[src/rtl/art_pkg.sv]
// Package for the allocation record table: sizes, codes and the queued item type.
// No dependencies.
`timescale 1ns / 1ps
package art_pkg;
  localparam int TABLE_ENTRIES = 4096;
  localparam int SLOT_W = $clog2(TABLE_ENTRIES);
  localparam int CNT_W = SLOT_W + 1;
  localparam int QUEUE_DEPTH = 2;

  localparam logic [1:0] MODE_RECORD = 2'd0;
  localparam logic [1:0] MODE_RELEASE = 2'd1;
  localparam logic [1:0] MODE_RESIZE = 2'd2;
  localparam logic [1:0] MODE_REPORT = 2'd3;

  localparam logic [2:0] ST_OK = 3'd0;
  localparam logic [2:0] ST_NULL = 3'd1;
  localparam logic [2:0] ST_FULL = 3'd2;
  localparam logic [2:0] ST_NOTFOUND = 3'd3;
  localparam logic [2:0] ST_KIND = 3'd4;

  localparam logic CFG_BREAK_SEQ = 1'b0;
  localparam logic CFG_BREAK_ADDR = 1'b1;

  localparam logic [12:0] COUNT_MAX = 13'h1FFF;
  localparam logic [47:0] BYTES_MAX = 48'hFFFF_FFFF_FFFF;

  typedef struct packed {
    logic        null_addr;
    logic [1:0]  mode;
    logic [31:0] addr;
    logic [31:0] bytes;
    logic [1:0]  kind;
  } cmd_t;
endpackage

[src/rtl/art_front.sv]
// Front end: accepts items, flags null addresses, and queues commands.
// Depends on art_pkg.
`timescale 1ns / 1ps
module art_front (
  input  logic                clk,
  input  logic                rst_n,
  input  logic                in_tvalid,
  output logic                in_tready,
  input  logic [1:0]          in_mode,
  input  logic [31:0]         in_addr,
  input  logic [31:0]         in_bytes,
  input  logic [1:0]          in_kind,
  output logic                q_valid,
  input  logic                q_ready,
  output art_pkg::cmd_t       q_cmd
);
  art_pkg::cmd_t q_r [art_pkg::QUEUE_DEPTH];
  logic          wp_r, wp_nxt, rp_r, rp_nxt;
  logic [1:0]    cnt_r, cnt_nxt;
  logic          push, pop;
  art_pkg::cmd_t cmd;

  always_comb begin
    cmd.null_addr = (in_mode != art_pkg::MODE_REPORT) && (in_addr == 32'd0);
    cmd.mode = in_mode;
    cmd.addr = in_addr;
    cmd.bytes = in_bytes;
    cmd.kind = in_kind;
  end

  assign in_tready = (cnt_r != 2'd2);
  assign push = in_tvalid && in_tready;
  assign q_valid = (cnt_r != 2'd0);
  assign pop = q_valid && q_ready;
  assign q_cmd = q_r[rp_r];
  assign wp_nxt = push ? ~wp_r : wp_r;
  assign rp_nxt = pop ? ~rp_r : rp_r;
  assign cnt_nxt = cnt_r + {1'b0, push} - {1'b0, pop};

  always_ff @(posedge clk) begin
    if (!rst_n) begin
      wp_r <= 1'b0;
      rp_r <= 1'b0;
      cnt_r <= 2'd0;
    end else begin
      wp_r <= wp_nxt;
      rp_r <= rp_nxt;
      cnt_r <= cnt_nxt;
    end
    if (push) q_r[wp_r] <= cmd;
  end
endmodule

[config.mk]
export PLATFORM = sky130hd
export DESIGN_NAME = art_front
export DESIGN_NICKNAME = d
export VERILOG_FILES = /design/src/rtl/art_pkg.sv /design/src/rtl/art_front.sv
export SDC_FILE = /design/constraint.sdc
export NUM_CORES = 1
export LEC_CHECK = 0
export ABC_AREA = 0
export BUFFER_PORTS_ARGS = -buffer_cell sky130_fd_sc_hd__buf_4
export CELL_PAD_IN_SITES_DETAIL_PLACEMENT = 1
export CELL_PAD_IN_SITES_GLOBAL_PLACEMENT = 1
export CORE_MARGIN = 3
export CORE_UTILIZATION = 40
export CTS_BUF_LIST = sky130_fd_sc_hd__clkbuf_16
export DETAILED_ROUTE_END_ITERATION = 8
export PLACE_DENSITY = 0.75
export SLEW_MARGIN = 10
export SYNTH_ARGS = -nofsm -noshare
export SYNTH_HDL_FRONTEND = slang
export SYNTH_SLANG_ARGS = --single-unit
[constraint.sdc]
create_clock -name clk -period 6.5 [get_ports clk]
set_input_delay 1.95 -clock clk [delete_from_list [all_inputs] [get_ports clk]]
set_output_delay 1.95 -clock clk [all_outputs]
set_load 0.05 [all_outputs]
==> out/metrics.yaml <==
status: "finished clean"
wl_um: 11000
num_rows: 41
register_area_mm2: 0.00425
cts_sinks: 143
rsz0062_at_grt: "false"
vias_per_cell: 4.78
critPathMaxStageDelay_ns: 0.95
drt_iter0_drc: 236
final_util_pct: 55.4
design_area_mm2: 0.00708
root_buffer: "clkbuf_16"
crit_fanout: 69
ys_ff_latch: 143
pin_count: 143
gp_congestion: 0.687
period_needed_ns: 4.01
drtAntennaViolNets: 0
grt_pass1_wl_um: 16600
clk_pin_slew_ns: 0.05
critical_path.top_delay_family: "flip-flops"
cts_buffer_depth: 2
cp_num_cells: 2
syn-num-nets: 325
cap_viol_max_count: 0
hold_viol: 0
synth.largest_area_cell: "edfxtp_1"
drive_above_1_share_pct: 41.1
area_growth_pct: 33.8
synth.area.top_cells: "edfxtp_1 78%, mux2_1 15%, dfxtp_1 1.9%, nor4_1 0.83%, buf_2 0.66%"
antenna_found_initial: 0
timing.final.crit_share_pct: 61.7
fmax_ghz: 0.249
n_antenna_cell: 0
route.detailed.drc: 0
startpoint_type: "register"
fin_setup_tns_ns: 0
power.total_mw: 3.08
grt_util_met1_pct: 18.8
synth.top_cell.area_share_pct: 78.3
clkLatencyLatePin_ns: 0.41
path_class: "reg -> out"
multiInputGateArea_um2: 997
track_usage_pct: 15.3
vias: 2813
slew_viol_final: 0
cp.required_ns: 4.55
netlist_instances: 251
grt.busiest_layer: "met2"
ys_types: 24
grt_max_degree: 70
cts_hold_buf: 0
reg2regPathDepth: 4
worst_pin_slew_ns: 0.993
reg2reg_from: "cnt_r[0]$_SDFF_PN0_"
cts_buffers: 17
crit_path_end_kind: "output pin"
skew_ns: 0.00593
die_w_um: 121
ys_seq_area_share_pct: 80.2
slew_headroom_pct: 33.8
post_cts_resized: 0
grt_pass1_vias: 3079
place_area_mm2: 0.00655
io_buffers: 142
cts_setup_buffers: 0
start_util_pct: 41.4
min_delay_path_depth: 2
leakage_nw: 2.65
min_from: "rp_r$_SDFFE_PN0P_"
vdd_drop_max_mv: 0.260
first_pass_iters: 4
synth_warnings: 0
power_density_mw_per_mm2: 436
cp_num_buf_inv: 1
finalSetupViolations: 0
dieArea_mm2: 0.0146
crit_chain: "mux2_1 -> buf_4"
htree_levels: 4
grt_overflow: 0
crit_path_top_delay_cell: "dfxtp_4"
grtUsageMet3_pct: 5.87
use_met2_pct: 24.3
fillers: 1151
cts_tree: "done"
avgSynthCellArea_um2: 21.1
crit_arrival_ns: 2.06
core_mm2: 0.0128
finalNetCount: 479
die_h_um: 121
hold_path.class: "reg -> reg"
holdWs_ns: 0.536
avgRoutedWirePerCell_um: 18.7
post-dp-hpwl_um: 7260
synth_area_mm2: 0.00529
## tightest hold or removal path: cells and delay by family, from the launching register on
family | cells | cell delay, ns
flip-flops | 1 | 0.33
XOR/XNOR | 1 | 0.09
AND/OR/NAND/NOR | 1 | 0.08
## synth_stat cells
library cell,instances
edfxtp_1,138
mux2_1,69
buf_2,7
nor4_1,7
dfxtp_1,5
inv_1,3
nor2_1,3
ha_1,2
xnor2_1,2
a2111oi_4,1
a21bo_1,1
a21oi_1,1
and2_1,1
and3_1,1
buf_4,1
nand2_1,1
nand2b_1,1
nand3_1,1
nand3b_1,1
nand4_1,1
o21a_1,1
or2_2,1
or4_4,1
xor2_1,1
## report_power, final
part           total, mW  switching (mW)  leakage (nW)  internal (mW)
logic              0.971           0.663          1.04          0.308
clock network      0.882           0.335         0.274          0.547
registers           1.23          0.0832          1.33           1.15
## cell families after synthesis
| group | count (synthesis) | synth area share (%) |
|---|---|---|
| flip-flops | 143 | 80.2 |
| multiplexers | 69 | 14.7 |
| AND/OR/NAND/NOR | 19 | 2.15 |
| buffers and inverters | 11 | 1.02 |
| AO/OA/AOI/OAI | 4 | 0.946 |
| XOR/XNOR | 3 | 0.497 |
| adder cells (fa/ha/maj) | 2 | 0.473 |
## sequential cells by signal, summed over array words and instances, names as in the netlist, named ones only
name	flops
rp_r	1
q_r	138
wp_r	1
cnt_r	2
## cell usage in the layout (no fill, tap or decap), types with 2 or more instances in the layout
cell / instances
edfxtp_1: 138
buf_4: 143
xnor2_1: 2
mux2_1: 69
clkinv_1: 5
nor4_1: 7
inv_1: 5
ha_1: 2
bufinv_16: 2
nor2_1: 3
dfxtp_1: 4
clkinv_2: 2
clkbuf_16: 17
## metrics by stage
stage / setup WS (ns) / instances
6_report: 2.49 / 588
5_1_grt: 2.39 / 588
4_1_cts: 2.46 / 588
3_5_place_dp: 2.79 / 558
3_3_place_gp: 2.84 / 558
2_1_floorplan: 2.45 / 251
## layer usage
metal / part of all wire [%] / up-vias
met5: 0 / -
met2: 49 / 116
met1: 43 / 1391
li1: - / 1300
met3: 7.8 / 6
met4: 0.48 / 0
## layout make-up
| cell class | count | share of cell area (%) |
|---|---|---|
| Clock inverter | 13 | 1.54 |
| Timing Repair Buffer | 143 | 15.2 |
| Sequential cell | 143 | 60.0 |
| Multi-Input combinational cell | 97 | 14.1 |
| Tap cell | 172 | 3.04 |
| Clock buffer | 17 | 6.01 |
| Inverter | 3 | 0.159 |
## worst paths after layout
path	end	slack (ns)
worst max-delay path	q_cmd[49]	2.49
worst min-delay path	rp_r$_SDFFE_PN0P_	0.54
worst max register to register	q_r[0][53]$_DFFE_PP_	4.25
worst min register to register	rp_r$_SDFFE_PN0P_	0.54
(Power assumes the default switching activity.)
